==> config.mk <==
export PLATFORM = sky130hd
export DESIGN_NAME = csg_hit_list_filter
export DESIGN_NICKNAME = d
export VERILOG_FILES = /design/src/sv/csghlf_pkg.sv /design/src/sv/csghlf_classify.sv /design/src/sv/csg_hit_list_filter.sv
export SDC_FILE = /design/constraint.sdc
export NUM_CORES = 1
export LEC_CHECK = 0
export CORE_MARGIN = 4
export CORE_UTILIZATION = 64
export CTS_CLUSTER_DIAMETER = 40
export DETAILED_ROUTE_END_ITERATION = 10
export DONT_BUFFER_PORTS = 1
export PLACE_DENSITY = 0.8
export SLEW_MARGIN = 0
export SYNTH_ARGS = -nofsm -noshare
export SYNTH_HDL_FRONTEND = slang
export SYNTH_SLANG_ARGS = --single-unit
==> constraint.sdc <==
create_clock -name clock -period 3.8 [get_ports clock]
set_input_delay 0.57 -clock clock [delete_from_list [all_inputs] [get_ports clock]]
set_output_delay 0.57 -clock clock [all_outputs]
set_load 0.02 [all_outputs]
==> src/sv/csghlf_pkg.sv <==
package csghlf_pkg;

   localparam int HIT_TYPE_WIDTH  = 2;
   localparam int MODE_WIDTH      = 2;
   localparam int OBJ_COUNT_WIDTH = 8;
   localparam int CSR_INDEX_WIDTH = 1;
   localparam int CSR_DATA_WIDTH  = 8;

   typedef logic [HIT_TYPE_WIDTH-1:0]  hit_type_type;
   typedef logic [MODE_WIDTH-1:0]      mode_type;
   typedef logic [OBJ_COUNT_WIDTH-1:0] obj_count_type;
   typedef logic [CSR_INDEX_WIDTH-1:0] csr_index_type;
   typedef logic [CSR_DATA_WIDTH-1:0]  csr_data_type;

   localparam hit_type_type HIT_ENTRY   = 2'd0;
   localparam hit_type_type HIT_LEAVE   = 2'd1;
   localparam hit_type_type HIT_SURFACE = 2'd2;
   localparam hit_type_type HIT_UNUSED  = 2'd3;

   localparam mode_type MODE_UNION      = 2'd0;
   localparam mode_type MODE_INTERSECT  = 2'd1;
   localparam mode_type MODE_DIFFERENCE = 2'd2;

   localparam csr_index_type CSR_MODE      = 1'd0;
   localparam csr_index_type CSR_OBJ_COUNT = 1'd1;

   localparam mode_type      MODE_RESET      = MODE_UNION;
   localparam obj_count_type OBJ_COUNT_RESET = 8'd2;

   // classification of one hit
   typedef struct packed {
      logic         keep;
      hit_type_type hit_type_out;
   } verdict_type;

endpackage

==> src/sv/csghlf_classify.sv <==
module csghlf_classify #(
   parameter int COUNT_WIDTH = 8
) (
   input  csghlf_pkg::mode_type      mode,
   input  csghlf_pkg::obj_count_type object_count,
   input  csghlf_pkg::hit_type_type  hit_type,
   input  logic                      from_primary,
   input  logic                      last_in,
   input  logic [COUNT_WIDTH-1:0]    count,
   input  logic                      inside_primary,
   output logic [COUNT_WIDTH-1:0]    count_next,
   output logic                      inside_primary_next,
   output csghlf_pkg::verdict_type   verdict
);
   import csghlf_pkg::*;

   localparam int CmpWidth = ((COUNT_WIDTH > OBJ_COUNT_WIDTH) ? COUNT_WIDTH
                                                               : OBJ_COUNT_WIDTH) + 1;

   hit_type_type           type_n;
   logic [COUNT_WIDTH-1:0] count_up;
   logic [COUNT_WIDTH-1:0] count_dn;
   logic [CmpWidth-1:0]    count_ext;
   logic [CmpWidth-1:0]    up_ext;
   logic [CmpWidth-1:0]    oc_ext;
   logic [COUNT_WIDTH-1:0] count_upd;
   logic                   prim_upd;

   always_comb begin
      type_n    = (hit_type == HIT_UNUSED) ? HIT_SURFACE : hit_type;
      // saturating at both ends
      count_up  = (&count) ? count : count + COUNT_WIDTH'(1);
      count_dn  = (count == '0) ? count : count - COUNT_WIDTH'(1);
      count_ext = CmpWidth'(count);
      up_ext    = CmpWidth'(count_up);
      oc_ext    = CmpWidth'(object_count);

      count_upd            = count;
      prim_upd             = inside_primary;
      verdict.keep         = 1'b0;
      verdict.hit_type_out = type_n;

      case (mode)
         MODE_INTERSECT: begin
            case (type_n)
               HIT_ENTRY: begin
                  count_upd    = count_up;
                  verdict.keep = (up_ext >= oc_ext);
               end
               HIT_LEAVE: begin
                  count_upd    = count_dn;
                  verdict.keep = (count_ext >= oc_ext);
               end
               default: begin
                  // count >= object_count - 1, kept free of the negative case
                  verdict.keep = (count_ext + CmpWidth'(1) >= oc_ext);
               end
            endcase
         end
         MODE_DIFFERENCE: begin
            if (from_primary) begin
               prim_upd     = (type_n == HIT_ENTRY);
               verdict.keep = (count == '0);
            end else begin
               case (type_n)
                  HIT_ENTRY: begin
                     count_upd            = count_up;
                     verdict.hit_type_out = HIT_LEAVE;
                     verdict.keep = inside_primary && (count_up == COUNT_WIDTH'(1));
                  end
                  HIT_LEAVE: begin
                     count_upd            = count_dn;
                     verdict.hit_type_out = HIT_ENTRY;
                     verdict.keep         = inside_primary && (count_dn == '0);
                  end
                  default: begin
                     verdict.keep = 1'b0;
                  end
               endcase
            end
         end
         default: begin
            case (type_n)
               HIT_ENTRY: begin
                  count_upd    = count_up;
                  verdict.keep = (count_up <= COUNT_WIDTH'(1));
               end
               HIT_LEAVE: begin
                  count_upd    = count_dn;
                  verdict.keep = (count_dn == '0);
               end
               default: begin
                  verdict.keep = (count == '0);
               end
            endcase
         end
      endcase

      count_next          = last_in ? '0 : count_upd;
      inside_primary_next = last_in ? 1'b0 : prim_upd;
   end

endmodule

==> src/sv/csg_hit_list_filter.sv <==
// an accepted hit is registered and shows on rsp_* from the result register
// throughput: one hit per cycle while rsp_ready is high, via one counter path
// req_ready stays high while the result register is empty or being taken
// reset (synchronous, active high) clears the inside counter, the primary flag
// and the result valid, and sets mode to union and object_count to 2
module csg_hit_list_filter #(
   parameter int COUNT_WIDTH = 8
) (
   input  logic                      clock,
   input  logic                      reset,
   input  logic                      req_valid,
   output logic                      req_ready,
   input  csghlf_pkg::hit_type_type  req_hit_type,
   input  logic                      req_from_primary,
   input  logic                      req_last_in,
   output logic                      rsp_valid,
   input  logic                      rsp_ready,
   output logic                      rsp_keep,
   output csghlf_pkg::hit_type_type  rsp_hit_type_out,
   output logic                      rsp_last_out,
   input  logic                      csr_write_enable,
   input  csghlf_pkg::csr_index_type csr_index,
   input  csghlf_pkg::csr_data_type  csr_write_data
);
   import csghlf_pkg::*;

   mode_type               mode_ff;
   obj_count_type          obj_count_ff;
   logic [COUNT_WIDTH-1:0] count_ff;
   logic [COUNT_WIDTH-1:0] count_in;
   logic                   prim_ff;
   logic                   prim_in;
   logic                   valid_ff;
   verdict_type            verdict_ff;
   verdict_type            verdict_in;
   logic                   last_ff;
   logic                   accept;

   assign req_ready = !valid_ff || rsp_ready;
   assign accept    = req_valid && req_ready;

   csghlf_classify #(
      .COUNT_WIDTH (COUNT_WIDTH)
   ) u_classify (
      .mode                (mode_ff),
      .object_count        (obj_count_ff),
      .hit_type            (req_hit_type),
      .from_primary        (req_from_primary),
      .last_in             (req_last_in),
      .count               (count_ff),
      .inside_primary      (prim_ff),
      .count_next          (count_in),
      .inside_primary_next (prim_in),
      .verdict             (verdict_in)
   );

   always_ff @(posedge clock) begin
      if (reset) begin
         mode_ff      <= MODE_RESET;
         obj_count_ff <= OBJ_COUNT_RESET;
      end else if (csr_write_enable) begin
         case (csr_index)
            CSR_MODE:      mode_ff      <= csr_write_data[MODE_WIDTH-1:0];
            CSR_OBJ_COUNT: obj_count_ff <= csr_write_data[OBJ_COUNT_WIDTH-1:0];
            default:       ;
         endcase
      end
   end

   always_ff @(posedge clock) begin
      if (reset) begin
         count_ff <= '0;
         prim_ff  <= 1'b0;
         valid_ff <= 1'b0;
      end else if (accept) begin
         count_ff <= count_in;
         prim_ff  <= prim_in;
         valid_ff <= 1'b1;
      end else if (rsp_ready) begin
         valid_ff <= 1'b0;
      end
   end

   // result payload, loaded on each input transfer
   always_ff @(posedge clock) begin
      if (accept) begin
         verdict_ff <= verdict_in;
         last_ff    <= req_last_in;
      end
   end

   assign rsp_valid        = valid_ff;
   assign rsp_keep         = verdict_ff.keep;
   assign rsp_hit_type_out = verdict_ff.hit_type_out;
   assign rsp_last_out     = last_ff;

endmodule
* After elaboration in Yosys (flattened, before gate mapping)
Index checks and enable logic that the tools add are counted.
Storage, ports and cells: memory bits (writable) 0, bits in registers 24, memory bits (read-only) 0, input port bits 18, memories kept 0, word-level logic and storage cells 58, output and inout bits 6, bits in latches 0
Operators by class: reduce and logical (&&, ||, !) cells 16, equal/unequal tests 6, add/sub/neg operators 3, divide/modulo/power cells 0, shifts and indexed selects 0, multiply operators 0, bitwise gates (word level) 1, multiplexer cells 20, order comparisons 4
Operators by type and width (count):
- 8-bit 2-to-1 mux | 5
- 8-bit greater-or-equal comparator | 2
- 8-bit zero test | 2
- 8-bit one-hot mux with 2 select lines | 1
- 8-bit by 1-bit adder with 9-bit output, second input constant | 1
- 9-bit by 8-bit greater-or-equal comparator with 1-bit output | 1
- 8-bit by 1-bit adder with 8-bit output, second input constant | 1
- 8-bit by 1-bit == test with 1-bit output, second input constant | 1
- 8-bit by 1-bit less-or-equal comparator with 1-bit output, second input constant | 1
- 1-bit one-hot mux with 2 select lines | 4
- 8-bit AND reduction | 1
- 8-bit by 1-bit subtractor with 8-bit output, second input constant | 1
- 1-bit 2-to-1 mux | 6
- 2-bit 2-to-1 mux | 3
- 2-bit AND reduction | 3
- 2-bit nonzero test | 3
- 2-bit by 1-bit == test with 1-bit output, second input constant | 2
- 2-bit == test, second input constant | 2
- 2-bit one-hot mux with 2 select lines | 1
- 1-bit logical AND | 3
- 3-bit inequality test, second input constant | 1
- 3-bit AND reduction | 1
- 2-bit zero test | 1
- 1-bit zero test | 1
- 2 further kinds | 2

* Depth between registers and ports, before layout
word-level depth 7, mapped depth 12, gate-level depth less buffers 11

* By module
Synthesis repeated with hierarchy kept, for this count alone.
Unflattened totals: cell total of the unflattened synthesis 305, area, all modules 2389.8 um2
Modules (own cells, without submodules):
- csghlf_classify | area each 1418.9 um2, times used 1, cells an instance 213, seq. area each 0.0 um2
- csg_hit_list_filter | area each 970.9 um2, times used 1, cells an instance 92, seq. area each 520.5 um2

* Worst setup path after synthesis
OpenSTA, ideal clock, no wires.
path kind register -> register, start register count_ff[0], end register verdict_ff, in the netlist rsp_keep (data pin), cell stages (with the launch flop) 12, setup slack 1120 ps, data arrival time 2426 ps, path buffers 1, cell sequence dfxtp_1 clkbuf_1 nand2_1 nor3_1 nor2_1 a21oi_1 ha_1 a2111oi_0 o21ai_0 a31oi_1 a2111oi_0 o21a_1
RTL lines:
- start: declaration | line csg_hit_list_filter.sv:29 | logic [COUNT_WIDTH-1:0] count_ff;
- start signal: assignment | line csg_hit_list_filter.sv:76 | count_ff <= count_in;
- end signal: assignment | line csg_hit_list_filter.sv:87 | verdict_ff <= verdict_in;
- end: declaration | line csg_hit_list_filter.sv:34 | verdict_type verdict_ff;

==> out/qor.csv <==
stage,metric,value,unit
floorplan,die_area,0.00456,sq mm
power,ir_drop,0.178,mV
logic_synthesis,syn_inst,292,
power,combPwrFrac,22.6,%
clocking,ctsHoldBuffers,0,
power,internal_power,360,uW
finish,ff_latch_area,520,sq um
floorplan,die_w,67.5,um
clocking,clock-sinks,24,
sta,max_slew_margin,48.1,%
logic_synthesis,synth-seq-cells,24,
logic_synthesis,synth_ff_type,dfxtp_1,
setup_path,reg2reg_depth,10,
clocking,cts_buffers,3,
floorplan,io_pins,24,
routing,drc,0,
sta,rsz0062_at_grt,no,
logic_synthesis,ys_seq_area_share,22.9,%
run_status,status,completed,
worst_hold_path,worstHoldStart,reset,
worst_hold_path,worstHoldPathType,in2reg,
logic_synthesis,yosysWarnings,0,
setup_path,critPathCaptureType,flop,
global_route,grt-ovfl-total,0,
setup_path,start_kind,flop,
clocking,clockBufferDepth,2,
sta,slew_violations,0,
finish,final_core_util,67.5,%
finish,multi_input_area,0.00158,sq mm
global_route,grt_first_pass_wirelength,9.20,mm
sta,max_freq,0.311,GHz
power,pwr-share-seq,53.6,%
setup_path,cp_max_fo,21,
placed_design,hpwl,4.21,mm
sta,final_hold_viol_count,0,
routing,postRouteAntennaNets,0,
logic_synthesis,synth_edf_count,4,
finish,area_growth,0.882,%
power,power.density,232,mW/mm^2
finish,drive_gt1_share,5.67,%
sta,post-route-period-util,84.6,%
setup_path,r2r-end,rsp_keep$_DFFE_PP_,
setup_path,regToRegStartpoint,count_ff[2]$_SDFFE_PP0P_,
global_route,antenna_found_initial,0,
sta,whs,0.276,ns
finish,fin_area,0.00229,sq mm
power,p_clk_share,23.8,%
routing,vias,2115,
finish,final_cells,328,
routing,routedWlPerCell,17.0,um
logic_synthesis,synth_area,0.00227,sq mm
sta,finalSetupViolCount,0,
logic_synthesis,synth_cell_types,55,
routing,via_per_inst,6.45,
logic_synthesis,avgSynthCellArea,7.77,sq um
floorplan,die_h,67.5,um
setup_path,path_class,reg2reg,
routing,firstDrtPassIters,5,
global_route,grt_use_total,26.6,%
routing,drt_iter0_markers,241,
sta,clock_skew,0.00724,ns
placed_design,dp_cells,324,
logic_synthesis,mappedNetlistNets,339,
power,swShare,32.1,%
power,p_sw,170,uW
placed_design,pre_cts_ws,0.663,ns
finish,fin_nets,330,
floorplan,rows,21,
sta,layout_min_cycle_time,3.21,ns
worst_hold_path,min_to,rsp_valid$_SDFFE_PP0P_,
routing,wirelength,5.56,mm
clocking,h-tree-depth,1,
setup_path,crit_arrival,3.32,ns
setup_path,cp.required,3.91,ns
clocking,postCtsSetupBuffers,0,
clocking,cts_tree,built,
floorplan,core,0.00339,sq mm
global_route,grt_pass1_vias,1989,
floorplan,start_util,66.9,%
clocking,insertion_delay,0.33,ns
global_route,grt_max_degree,22,
clocking,clkTransAtPathRegs,0.15,ns
run,drv_cap,0,
sta,tightest_slew,0.775,ns
worst_hold_path,holdPathStages,1,
setup_path,reg2reg_slack,0.59,ns
power,p_leak,0.959,nW
logic_synthesis,async_flop_share,0,%
placed_design,portBuffers,0,
power,power,530,uW
finish,n_fill_cell,297,
clocking,cts_root_buffer,clkbuf_4,
clocking,cts_resized,0,
placed_design,routabilityCongestion,0.943,
finish,insertedDiodeCount,0,
placed_design,postPlaceCellArea,0.00226,sq mm
sta,tns,0,ns
sta,fin_ws,0.585,ns
[cell usage after synthesis (3+ instances only)]
cell,instances,share of area [%]
a21oi_1,28,6.2
nand4_1,5,1.4
nor2_1,19,3.1
nor4_1,3,0.83
edfxtp_1,4,5.3
nand2_1,28,4.6
nand3_1,15,3.3
mux2i_1,3,1.3
o21ai_1,3,0.66
ha_1,29,16
nor3_1,6,1.3
xor2_1,5,1.9
nand2b_1,8,2.2
a211o_1,4,1.5
inv_1,17,2.8
o21ai_0,12,2.6
dfxtp_1,20,18
a31oi_1,6,1.7
buf_2,3,0.66
xnor2_1,6,2.3
clkbuf_1,12,2.0
o211ai_1,4,1.3
a211oi_1,5,1.7
buf_6,3,1.5
nor2b_1,4,1.1
[state kept, by name, indices dropped and copies added, names as in the netlist]
signal / count
rsp_valid: 1
obj_count_ff: 8
prim_ff: 1
count_ff: 8
rsp_keep: 1
rsp_hit_type_out: 2
rsp_last_out: 1
mode_ff: 2
[kinds of logic after synthesis]
group	Yosys count	share of synthesized area [%]
DFF	24	22.9
xor gates and xnor gates	11	4.25
AOI/OAI and AO/OA	82	23.2
and+or+nand+nor	107	25.0
adders and majority gates	29	16.0
buffers and inverters	36	7.28
muxes	3	1.32
[layer usage]
metal	global-route usage, %	up-vias	part of all wire (%)
met5	0	-	0
met4	10.4	0	2.9
met3	4.83	21	7.2
met2	40.8	98	45
met1	36.8	954	45
li1	-	1042	-
[placed cells by master (no fill, tap or decap), types with 2 or more instances in the layout]
cell type / synthesis / final
nor4_1: 3 / 3
dfxtp_1: 20 / 20
a31oi_1: 6 / 6
edfxtp_1: 4 / 4
buf_4: 1 / 5
mux2i_1: 3 / 3
nand3b_1: 2 / 2
ha_1: 29 / 29
o2111ai_1: 2 / 2
nand4_1: 5 / 5
nor2_1: 19 / 19
nand2_1: 28 / 28
a32oi_1: 2 / 2
nand2b_1: 8 / 8
xnor2_1: 6 / 6
or3_1: 2 / 2
o21ai_0: 12 / 12
a211oi_1: 5 / 5
a21oi_1: 28 / 28
o21bai_1: 2 / 2
a2111oi_0: 2 / 2
a22oi_1: 2 / 2
o211ai_1: 4 / 4
o21ai_1: 3 / 3
and4_1: 2 / 2
nor2b_1: 4 / 4
inv_1: 17 / 17
and2_1: 2 / 2
nor3_1: 6 / 6
xor2_1: 5 / 5
clkbuf_4: 0 / 3
a211o_1: 4 / 4
a21o_1: 2 / 2
nand3_1: 15 / 15
[worst max path at each step]
| stage | slack (ns) | start | end |
|---|---|---|---|
| 3_5_place_dp | 0.66 | count_ff[2]$_SDFFE_PP0P_ | rsp_keep$_DFFE_PP_ |
| 4_1_cts | 0.63 | count_ff[2]$_SDFFE_PP0P_ | rsp_keep$_DFFE_PP_ |
| 6_report | 0.59 | count_ff[2]$_SDFFE_PP0P_ | rsp_keep$_DFFE_PP_ |
| 2_1_floorplan | 1.12 | count_ff[0]$_SDFFE_PP0P_ | rsp_keep$_DFFE_PP_ |
| 3_3_place_gp | 0.87 | count_ff[2]$_SDFFE_PP0P_ | rsp_keep$_DFFE_PP_ |
| 5_1_grt | 0.24 | count_ff[2]$_SDFFE_PP0P_ | rsp_keep$_DFFE_PP_ |
[critical path, stage by stage (launching register included)]
cell and delay (ns):
dfxtp_1 0.77, nand3_1 0.25, nor3_1 0.38, nor2_1 0.08
a21oi_1 0.19, ha_1 0.28, a2111oi_0 0.45, o21ai_0 0.15
a31oi_1 0.17, a2111oi_0 0.09, o21a_1 0.19
[power groups by stage]
stage | registers [mW] | logic [mW] | clock network [mW]
final | 0.284 | 0.120 | 0.126
after global routing | 0.285 | 0.135 | 0.138
after CTS | 0.284 | 0.117 | 0.128
after detailed placement | 0.290 | 0.116 | 0
after global placement | 0.289 | 0.114 | 0
after floorplan | 0.286 | 0.101 | 0
[area by class of cell]
| cell class | count | area share (%) |
|---|---|---|
| flip-flops and latches | 24 | 22.7 |
| clock inverters | 1 | 0.164 |
| multi-input cells | 232 | 69.2 |
| inverters | 17 | 2.79 |
| well taps | 46 | 2.52 |
| repair buffers | 5 | 1.64 |
| clock buffers | 3 | 0.984 |
(Power assumes the default switching activity.)
